[src/hw/rtl/assert_macros.svh]
// assertion macros included by the rtl top level
`ifndef ASSERT_MACROS_SVH
`define ASSERT_MACROS_SVH

// generic clocked assertion, disabled while the active-low reset is low
`define ASSERT_IMPL(label, clk, rst_n, prop, msg) \
    label: assert property (@(posedge clk) disable iff (!rst_n) prop) else $error(msg);

// assertion on the block clock and reset
`define ASSERT_CLK(label, prop, msg) \
    `ASSERT_IMPL(label, i_clk, i_rst_n, prop, msg)

`endif

[src/hw/rtl/cbsf_pkg.sv]
// package with constants, types and functions of the crc byte stuffing framer
package cbsf_pkg;

    localparam logic [7:0]  START_BYTE = 8'h0A;
    localparam logic [7:0]  END_BYTE   = 8'h0D;
    localparam logic [7:0]  ESC_BYTE   = 8'h10;
    localparam logic [15:0] CRC_POLY   = 16'hA001;
    localparam logic [15:0] CRC_INIT   = 16'hFFFF;
    localparam int          MAX_BYTES  = 8;
    localparam int          CNT_W      = $clog2(MAX_BYTES + 1);

    typedef logic [CNT_W-1:0] t_cnt;

    // one body or crc byte after stuffing
    typedef struct packed {
        logic       esc;
        logic [7:0] value;
    } t_stuff;

    // bytes produced by one item plus the frame state it leaves
    typedef struct packed {
        logic [MAX_BYTES-1:0][7:0] bytes;
        t_cnt                      count;
        logic                      frame_end;
        logic [15:0]               crc_next;
        logic                      in_frame_next;
    } t_expand;

    function automatic logic [15:0] crc_fold(input logic [15:0] crc, input logic [7:0] b);
        logic [15:0] c;
        c = crc ^ {8'h00, b};
        for (int i = 0; i < 8; i++) begin
            if (c[0]) begin
                c = (c >> 1) ^ CRC_POLY;
            end else begin
                c = c >> 1;
            end
        end
        return c;
    endfunction

    function automatic t_stuff stuff(input logic [7:0] b);
        t_stuff s;
        s.esc   = (b == START_BYTE) || (b == END_BYTE) || (b == ESC_BYTE);
        s.value = s.esc ? ~b : b;
        return s;
    endfunction

endpackage

[src/hw/rtl/cbsf_expand.sv]
// expands one body byte into its framed, stuffed output bytes and updates the crc
module cbsf_expand (
    input  logic [7:0]       i_data,
    input  logic             i_last,
    input  logic             i_in_frame,
    input  logic [15:0]      i_crc,
    input  logic             i_skip_first,
    output cbsf_pkg::t_expand o_exp
);
    import cbsf_pkg::*;

    logic [15:0] crc_base;
    logic [15:0] crc_new;
    logic        fold;
    t_stuff      s_data;
    t_stuff      s_lo;
    t_stuff      s_hi;
    logic [MAX_BYTES-1:0][7:0] bytes;
    t_cnt        pos;

    always_comb begin
        crc_base = i_in_frame ? i_crc : CRC_INIT;
        fold     = i_in_frame || !i_skip_first;
        crc_new  = fold ? crc_fold(crc_base, i_data) : crc_base;
        s_data   = stuff(i_data);
        s_lo     = stuff(crc_new[7:0]);
        s_hi     = stuff(crc_new[15:8]);
    end

    always_comb begin
        bytes = '0;
        pos   = '0;
        if (!i_in_frame) begin
            bytes[pos[2:0]] = START_BYTE;
            pos = pos + t_cnt'(1);
        end
        if (s_data.esc) begin
            bytes[pos[2:0]] = ESC_BYTE;
            pos = pos + t_cnt'(1);
        end
        bytes[pos[2:0]] = s_data.value;
        pos = pos + t_cnt'(1);
        if (i_last) begin
            if (s_lo.esc) begin
                bytes[pos[2:0]] = ESC_BYTE;
                pos = pos + t_cnt'(1);
            end
            bytes[pos[2:0]] = s_lo.value;
            pos = pos + t_cnt'(1);
            if (s_hi.esc) begin
                bytes[pos[2:0]] = ESC_BYTE;
                pos = pos + t_cnt'(1);
            end
            bytes[pos[2:0]] = s_hi.value;
            pos = pos + t_cnt'(1);
            bytes[pos[2:0]] = END_BYTE;
            pos = pos + t_cnt'(1);
        end
    end

    always_comb begin
        o_exp.bytes         = bytes;
        o_exp.count         = pos;
        o_exp.frame_end     = i_last;
        o_exp.crc_next      = i_last ? CRC_INIT : crc_new;
        o_exp.in_frame_next = !i_last;
    end

endmodule

[src/hw/rtl/crc_byte_stuffing_framer.sv]
// top level of the crc byte stuffing framer
//
//  channel  | direction | signals                               | content
//  s_axis   | in        | s_axis_tvalid/tready/tdata/tlast      | body byte, last body byte
//  m_axis   | out       | m_axis_tvalid/tready/tdata/tlast      | framed byte, closing byte
//  cfg      | in        | i_cfg_valid/o_cfg_ready/i_cfg_data    | crc_skip_first
//
//  an item is held in an input register, then expanded combinationally into 1 to 8 bytes
//  that go into an output shift buffer; the output drains one byte per cycle while
//  m_axis_tready is high; an item produces 1 byte for a plain mid-frame byte and up
//  to 8 for a single-byte frame; the output port sets the rate
//  a new item is loaded when the buffer is empty or while its last byte is being taken
//  reset clears the frame state and valid flags, sets the crc to CRC_INIT and sets crc_skip_first
module crc_byte_stuffing_framer (
    input  logic       i_clk,
    input  logic       i_rst_n,
    input  logic       s_axis_tvalid,
    output logic       s_axis_tready,
    input  logic [7:0] s_axis_tdata,   // [7:0] data_byte
    input  logic       s_axis_tlast,
    output logic       m_axis_tvalid,
    input  logic       m_axis_tready,
    output logic [7:0] m_axis_tdata,   // [7:0] out_byte
    output logic       m_axis_tlast,
    input  logic       i_cfg_valid,
    output logic       o_cfg_ready,
    input  logic       i_cfg_data
);
    import cbsf_pkg::*;

    `include "assert_macros.svh"

    logic        r_skip_first;
    logic        r_in_valid;
    logic [7:0]  r_in_data;
    logic        r_in_last;
    logic [15:0] r_crc;
    logic        r_in_frame;
    logic [MAX_BYTES-1:0][7:0] r_buf;
    t_cnt        r_cnt;
    logic        r_buf_end;

    t_expand     exp;
    logic        in_acc;
    logic        out_acc;
    logic        load;

    cbsf_expand u_expand (
        .i_data       (r_in_data),
        .i_last       (r_in_last),
        .i_in_frame   (r_in_frame),
        .i_crc        (r_crc),
        .i_skip_first (r_skip_first),
        .o_exp        (exp)
    );

    assign o_cfg_ready   = 1'b1;
    assign m_axis_tvalid = (r_cnt != '0);
    assign m_axis_tdata  = r_buf[0];
    assign m_axis_tlast  = r_buf_end && (r_cnt == t_cnt'(1));

    assign out_acc = m_axis_tvalid && m_axis_tready;
    // buffer free now or freed by the byte leaving this cycle
    assign load    = r_in_valid && ((r_cnt == '0) || ((r_cnt == t_cnt'(1)) && m_axis_tready));
    assign s_axis_tready = !r_in_valid || load;
    assign in_acc  = s_axis_tvalid && s_axis_tready;

    always_ff @(posedge i_clk) begin
        if (!i_rst_n) begin
            r_skip_first <= 1'b1;
        end else if (i_cfg_valid && o_cfg_ready) begin
            r_skip_first <= i_cfg_data;
        end
    end

    always_ff @(posedge i_clk) begin
        if (!i_rst_n) begin
            r_in_valid <= 1'b0;
        end else if (in_acc) begin
            r_in_valid <= 1'b1;
        end else if (load) begin
            r_in_valid <= 1'b0;
        end
    end

    always_ff @(posedge i_clk) begin
        if (in_acc) begin
            r_in_data <= s_axis_tdata;
            r_in_last <= s_axis_tlast;
        end
    end

    always_ff @(posedge i_clk) begin
        if (!i_rst_n) begin
            r_crc      <= CRC_INIT;
            r_in_frame <= 1'b0;
            r_cnt      <= '0;
            r_buf_end  <= 1'b0;
        end else if (load) begin
            r_crc      <= exp.crc_next;
            r_in_frame <= exp.in_frame_next;
            r_cnt      <= exp.count;
            r_buf_end  <= exp.frame_end;
        end else if (out_acc) begin
            r_cnt <= r_cnt - t_cnt'(1);
        end
    end

    always_ff @(posedge i_clk) begin
        if (load) begin
            r_buf <= exp.bytes;
        end else if (out_acc) begin
            r_buf <= r_buf >> 8;
        end
    end

    `ASSERT_CLK(a_cnt_range, r_cnt <= t_cnt'(MAX_BYTES), "output byte count out of range")
    `ASSERT_CLK(a_load_free, load |-> (r_cnt == '0) || out_acc && r_cnt == t_cnt'(1), "buffer busy")
    `ASSERT_CLK(a_last_end, m_axis_tlast |-> m_axis_tdata == END_BYTE, "tlast not on end byte")
    `ASSERT_CLK(a_last_idle, m_axis_tlast |-> !r_in_frame && r_crc == CRC_INIT, "frame not closed")

endmodule
[config.mk]
export PLATFORM = sky130hd
export DESIGN_NAME = crc_byte_stuffing_framer
export DESIGN_NICKNAME = d
export VERILOG_FILES = /design/src/hw/rtl/cbsf_pkg.sv /design/src/hw/rtl/cbsf_expand.sv /design/src/hw/rtl/crc_byte_stuffing_framer.sv
export VERILOG_INCLUDE_DIRS = /design/src /design/src/hw/rtl
export SDC_FILE = /design/constraint.sdc
export NUM_CORES = 1
export LEC_CHECK = 0
export BUFFER_PORTS_ARGS = -buffer_cell sky130_fd_sc_hd__buf_2
export CAP_MARGIN = 20
export CORE_MARGIN = 5
export CORE_UTILIZATION = 25
export CTS_CLUSTER_DIAMETER = 80
export DETAILED_ROUTE_END_ITERATION = 7
export PLACE_DENSITY = 0.45
export SLEW_MARGIN = 20
export SYNTH_ARGS = -nofsm -noshare
export SYNTH_HDL_FRONTEND = slang
export SYNTH_SLANG_ARGS = --single-unit
[constraint.sdc]
create_clock -name i_clk -period 6.2 [get_ports i_clk]
set_input_delay 0.62 -clock i_clk [delete_from_list [all_inputs] [get_ports i_clk]]
set_output_delay 0.62 -clock i_clk [all_outputs]
set_load 0.02 [all_outputs]
======== After elaboration in Yosys (flattened, before gate mapping) ========
Cells that the tools add are included.
operators by class
  $lt $le $gt $ge ......................... 14
  bitwise gates (word level) .............. 24
  equal/unequal tests ..................... 10
  reduce and logical (&&, ||, !) cells .... 28
  $add $sub $neg .......................... 8
  muxes and demuxes ....................... 51
operator list
  operator             number
  $mux 64              8
  $bwmux 64            3
  $mux 16              11
  $demux 8 s3          7
  $not 56->56          3
  $and 56x56->56       2
  $mux 8               10
  $and 7x56->56        1
  $eq 8x4->1 const B   6
  $and 40x40->40       1
  $not 40->40          1
  $mux 4               9
  $add 4x1->4 const B  7
  $lt 3x4->1 const B   7
  $eq 8x5->1 const B   3
  $not 2->3            8
  $not 8->8            3
  $or 24x24->24        1
  $ge 3x1->1 const B   7
  $or 8x8->8           2
  $xor 16x8->16        1
  $logic_and 1x1->1    12
  $logic_or 1x1->1     9
  $or 1x8->8 const A   1
  7 further kinds      12
word-level totals
  word-level logic and storage cells ...... 151
  bits of input ports ..................... 15
  output and inout port bits .............. 12
  register bits ........................... 97

======== Longest topological paths before layout ========
  depth after elaboration ................. 37
  mapped depth ............................ 24
  depth with buffers taken out ............ 21

======== Modules after synthesis ========
Synthesis repeated with hierarchy kept, for this count alone.
unflattened totals
  cells, all modules ...................... 1,023
  area total of the unflattened synthesis .. 8,119.0 um2
by module, submodules not included
  module                    instances  area each (um2)  cells an instance  sequential area each (um2)
  cbsf_expand               1          4,093.9          627                0.0
  crc_byte_stuffing_framer  1          4,025.1          396                2,672.6

======== Least setup slack after synthesis ========
No wires, ideal clock.
  path kind ............................... reg2reg
  from .................................... register r_in_data[2]
  to ...................................... register r_buf, in the netlist m_axis_tdata[7], data pin
  slack ................................... 0.602 ns
  period minus slack after synthesis ...... 5.598 ns
  setup time .............................. 0.271 ns
  arrival time ............................ 5.327 ns
  stages on the path, launching flop included .. 24
  required time ........................... 5.929 ns
  path buffers ............................ 3
  path through ............................ edfxtp_1 -> buf_4 -> xnor2_2 -> or3_4 -> o211a_1 -> or4_4 -> and3_4 -> or3_1 -> buf_6 -> nand2_2 -> inv_1 -> fa_1 -> clkbuf_1 -> clkinv_1 -> a21oi_2 -> nor2_1 -> inv_1 -> ha_1 -> xnor2_1 -> a2111o_1 -> nand3_1 -> nor2_1 -> a222oi_1 -> o21ai_0
between the ends
  cells in the longest elaborated chain, start to end .. 29
  elaborated cells on any way between the ends .. 90
  classes of those cells .................. add/sub: 5; order compare: 12; eq/ne: 9; mux: 39; bitwise: 13; reduce/logical: 12
RTL lines
  element                                                                           RTL line                              RTL
  from (decl)                                                                       crc_byte_stuffing_framer.sv:35        logic [7:0] r_in_data;
  from (signal assigned)                                                            crc_byte_stuffing_framer.sv:88        r_in_data <= s_axis_tdata;
  $xor 16x8->16                                                                     cbsf_pkg.sv:31                        c = crc ^ {8'h00, b};
  $mux 16                                                                           cbsf_pkg.sv:33                        if (c[0]) begin
  $not 2->3 (no source line)                                                        -
  $mux 16 (7 in a row)                                                              cbsf_pkg.sv:33
  $mux 16                                                                           cbsf_expand.sv:24                     crc_new = fold ? crc_fold(crc_base, i_data) : crc_base;
  $eq 8x4->1                                                                        cbsf_pkg.sv:44                        s.esc = (b == START_BYTE) || (b == END_BYTE) || (b == ESC_BYTE);
  $logic_or 1x1->1 (2 in a row)                                                     cbsf_pkg.sv:44
  $mux 4                                                                            cbsf_expand.sv:44                     if (s_lo.esc) begin
  (+6 left out)                                                                     -
  $lt 3x4->1 (not written as such), or another cell as far along                    cbsf_expand.sv:56                     bytes[pos[2:0]] = END_BYTE;
  $logic_and 1x1->1 (not written as such) / $and 56x56->56 (equally long branches)  -
  $mux 8 (not written as such) / $mux 64 (equally long branches)                    cbsf_expand.sv:56, cbsf_expand.sv:50
  $demux 8 s3 / $mux 64 (equally long branches)                                     -
  $not 40->40 (no source line) / $bwmux 64 (equally long branches)                  -
  $and 40x40->40 (no source line)                                                   -
  $mux 64 (*)                                                                       cbsf_expand.sv:43                     if (i_last) begin
  $mux 64 (*)                                                                       crc_byte_stuffing_framer.sv:110       if (load) begin
  to (signal assigned)                                                              crc_byte_stuffing_framer.sv:111       r_buf <= exp.bytes;
  to (signal assigned)                                                              crc_byte_stuffing_framer.sv:113       r_buf <= r_buf >> 8;
  to (decl)                                                                         crc_byte_stuffing_framer.sv:39        logic [MAX_BYTES-1:0][7:0] r_buf;
Every way passes the cells marked *; elsewhere a longest branch is shown, timed or not. The select of a mux whose other input is x is not followed.
A chain may end at the register's enable or synchronous reset.

======== Worst setup path after layout ========
  from .................................... register r_in_data[2]
  to ...................................... register r_buf[19] (netlist bit), data pin
between the ends
  cells in the longest elaborated chain, start to end .. 29
  elaborated cells on any way between the ends .. 89
  classes of those cells .................. add/sub: 5; order compare: 12; eq/ne: 9; mux: 39; bitwise: 12; reduce/logical: 12
RTL lines
  element                                                 RTL line
  branches (longest 27 deep; another with $xor 16x8->16)  -
  $mux 64 (*)                                             cbsf_expand.sv:43
  $mux 64 (*)                                             crc_byte_stuffing_framer.sv:110
Mark *: on every way between the ends. The select of a mux whose other input is x is not followed.

==> impl_metrics.py <==
metrics = {
    "synth": {
        "postSynth.topFlopCell": "edfxtp_1",
        "postSynth.asyncResetShare": 0,
        "yosys.cell_count.top_type": "nand2_1",
        "synth_area_per_cell_um2": 8.77,
        "synth.top_cell.area_share": 0.296,
        "syn_area_mm2": 0.00740,
        "synth_seq_area_share": 0.361,
        "syn-num-nets": 877,
        "synth.lib_cells_used.distinct": 85,
        "synth_common_cells": "86 x nand2_1, 73 x edfxtp_1, 67 x nor2_1",
        "synth_edf_count": 73,
        "yosys.area.top_type": "edfxtp_1",
        "postSynthRegisterBits": 97,
        "ys_warn_count": 0,
        "netlist_top_cells_area": "edfxtp_1 30%, dfxtp_1 6.5%, nand2_1 4.4%, xnor2_1 3.6%, nor2_1 3.4%",
        "syn-instance-count": 844,
    },
    "sta": {
        "timing.slew.headroom": 0.253,
        "final-hold-violation-count": 0,
        "timing.clock.skew_ns": 0.00895,
        "timing.setup.tns_ns": 0,
        "grt_setup_unrepaired": "no",
        "worst_slew_pin_slew_ns": 1.11,
        "fin_ws_ns": 0.467,
        "final.period_utilization": 0.925,
        "setup_viol": 0,
        "period_minus_ws_final_ns": 5.73,
        "timing.fmax_ghz": 0.174,
        "drv_slew": 0,
    },
    "clock_network": {
        "cts.root.buffer_cell": "clkbuf_16",
        "clk_sinks": 97,
        "post_cts_resized": 0,
        "cts_hold_buf": 0,
        "htree_num_levels": 3,
        "worstSkewPairLatency_ns": 0.36,
        "worst_setup_hold_path_clk_slew_ns": 0.08,
        "tritoncts_clock_tree": "done",
        "post-cts-setup-buffers": 0,
        "ctsLongestPathBuffers": 2,
        "cts_made_buffers": 9,
    },
    "placed_design": {
        "pre_cts_slack_ns": 0.550,
        "post-dp-hpwl_um": 20800,
        "numPortBuffers": 25,
        "finalWeightedCongestion": 0.938,
    },
    "die": {
        "die_outline_area_mm2": 0.0331,
        "io-pin-count": 27,
        "core_footprint_mm2": 0.0294,
        "start_util": 0.252,
        "rows": 63,
        "die_y_um": 182,
        "floorplan.die.width_um": 182,
    },
    "finish": {
        "multiInputGateArea_mm2": 0.00429,
        "fin_nets": 887,
        "num-fill-cells": 3134,
        "sequential_area_mm2": 0.00267,
        "antennaDiodeCount": 0,
        "layout-drive-gt1-share": 0.134,
        "synthToLayoutAreaGrowth_pct": 12.1,
    },
    "drt": {
        "post_drt_via_cell_ratio": 5.64,
        "route.vias.total": 7039,
        "avgRoutedWirePerCell_um": 22.8,
        "detail-route-antenna-nets": 0,
        "post-route-drc-count": 0,
        "drt_iter0_drc": 834,
        "postRouteWirelength_um": 28400,
        "drt_pass1_iterations": 6,
    },
    "worst_setup_path": {
        "critPathArrivalTime_ns": 5.84,
        "crit_chain": "xnor2_2 -> or3_4 -> o211a_1 -> or4_4 -> and3_4 -> or3_1 -> nand2_2 -> inv_1 -> fa_1 -> nor3_1 -> buf_4 -> nor2_1 -> inv_1 -> ha_1 -> xnor2_1 -> nand2b_1 -> inv_1 -> a22oi_1 -> o21ai_0 -> a222oi_1 -> o21ai_0",
        "worst_path_largest_cell_delay_ns": 0.76,
        "timing.setup.critical_path_class": "reg -> reg",
        "critical_path.max_fanout": 11,
        "crit_slowest_cell": "fa_1",
        "worstPathRequired_ns": 6.31,
        "top_cell_by_count_worst_path": "inv_1",
        "critPathLaunchType": "register",
        "end_kind": "register",
    },
    "grt": {
        "grtUsageTotal": 0.167,
        "grt_max_degree": 72,
        "global_route.overflow_total": 0,
        "grt_pass1_vias": 6670,
        "grt_first_pass_wirelength_um": 42500,
        "grt_antenna_before_repair": 1,
    },
    "power_and_ir_drop": {
        "power.density_cell_area_mw_per_mm2": 392,
        "leakage_nw": 2.85,
        "irDropWorstVdd_mv": 0.245,
    },
    "run": {
        "max_capacitance_violation_total": 0,
    },
    "min_path": {
        "hp-class": "in -> reg",
    },
    "run_status": {
        "outcome": "completed",
    },
}
-- routing by layer --
layer / GRT usage / vias to the layer above / part of all wire
li1: - / 3258 / -
met1: 0.232 / 3352 / 0.44
met2: 0.246 / 361 / 0.43
met3: 0.0407 / 66 / 0.082
met4: 0.0733 / 2 / 0.043
met5: 0 / - / 0.00046
-- critical path, delay by kind of cell (launching register included) --
family / cells / cell delay [ns]
XOR/XNOR: 2 / 0.44
AO/OA/AOI/OAI: 5 / 1.10
buffers and inverters: 4 / 0.40
AND/OR/NAND/NOR: 8 / 2.06
flip-flops: 1 / 0.43
adder cells (fa/ha/maj): 2 / 1.04
-- cells in the final DEF, fill, tap and decap left out, types with 8 or more instances in the layout --
master / Yosys / routed
buf_4: 10 / 40
and3_1: 9 / 9
o211ai_1: 15 / 15
a21oi_1: 35 / 35
xor2_1: 8 / 8
a22oi_1: 22 / 22
nor2_1: 67 / 66
nor3_1: 25 / 25
ha_1: 17 / 17
dfxtp_1: 24 / 24
a211oi_1: 10 / 10
a21boi_0: 9 / 9
inv_1: 30 / 30
nand3_1: 28 / 28
nand2_1: 86 / 85
and2_1: 9 / 9
xnor2_1: 30 / 30
a222oi_1: 12 / 12
o21ai_0: 50 / 50
a31oi_1: 13 / 13
o221ai_1: 25 / 25
edfxtp_1: 73 / 73
nor2b_1: 9 / 9
buf_2: 15 / 25
a32oi_1: 8 / 8
clkbuf_16: 0 / 9
o22ai_1: 17 / 17
-- report_power, final --
group / switching [mW] / leakage, nW / internal, mW
registers: 0.0942 / 0.910 / 1.08
logic: 0.967 / 1.81 / 0.528
clock network: 0.295 / 0.136 / 0.285
-- registers in the layout, summed over array words and instances (netlist names) --
name          cells
r_in_frame        1
r_buf_end         1
r_buf            56
r_crc            16
r_skip_first      1
r_in_data         8
m_axis_tdata      8
r_cnt             4
r_in_valid        1
r_in_last         1
-- cells by family (layout without fill, tap and decap cells) --
group	count (synthesis)	in the layout	share of synthesized area
simple gates	289	289	0.194
fa+ha+maj	18	18	0.0315
xor+xnor	42	42	0.0563
buf+inv	97	112	0.0599
mux	6	6	0.00829
flops	97	97	0.361
compound gates	294	294	0.288
other cells	1	1	0.000507
-- per-stage QoR --
stage / instance area, um2 / hold slack [ns] / util / power (mW) / cells
after floorplan: 7400 / 0.439 / - / 2.23 / 844
after global placement: 7990 / 0.455 / 0.272 / 2.68 / 1233
after detailed placement: 7990 / 0.461 / 0.272 / 2.67 / 1233
after CTS: 8290 / 0.423 / 0.282 / 3.25 / 1249
after global routing: 8290 / 0.427 / 0.282 / 3.45 / 1249
final: 8290 / 0.430 / 0.282 / 3.25 / 1249
-- final timing paths --
| check | from | endpoint | slack (ns) | cells after the start |
|---|---|---|---|---|
| worst max-delay path | r_in_data[2]$_DFFE_PP_ | r_buf[19]$_DFFE_PP_ | 0.47 | 21 |
| worst min-delay path | s_axis_tdata[1] | r_in_data[1]$_DFFE_PP_ | 0.43 | 1 |
| worst max register to register | r_in_data[2]$_DFFE_PP_ | r_buf[19]$_DFFE_PP_ | 0.47 | 21 |
| worst min register to register | r_buf_end$_SDFFE_PN0P_ | r_buf_end$_SDFFE_PN0P_ | 0.48 | 2 |
-- final cells by class --
cell class | instances | area share
flip-flops and latches | 97 | 0.322
inverters | 31 | 0.0140
clock buffers | 9 | 0.0272
clock inverters | 7 | 0.00875
multi-input cells | 650 | 0.518
well taps | 390 | 0.0589
repair buffers | 65 | 0.0513
Note: power is estimated with default switching activity, not from simulation.
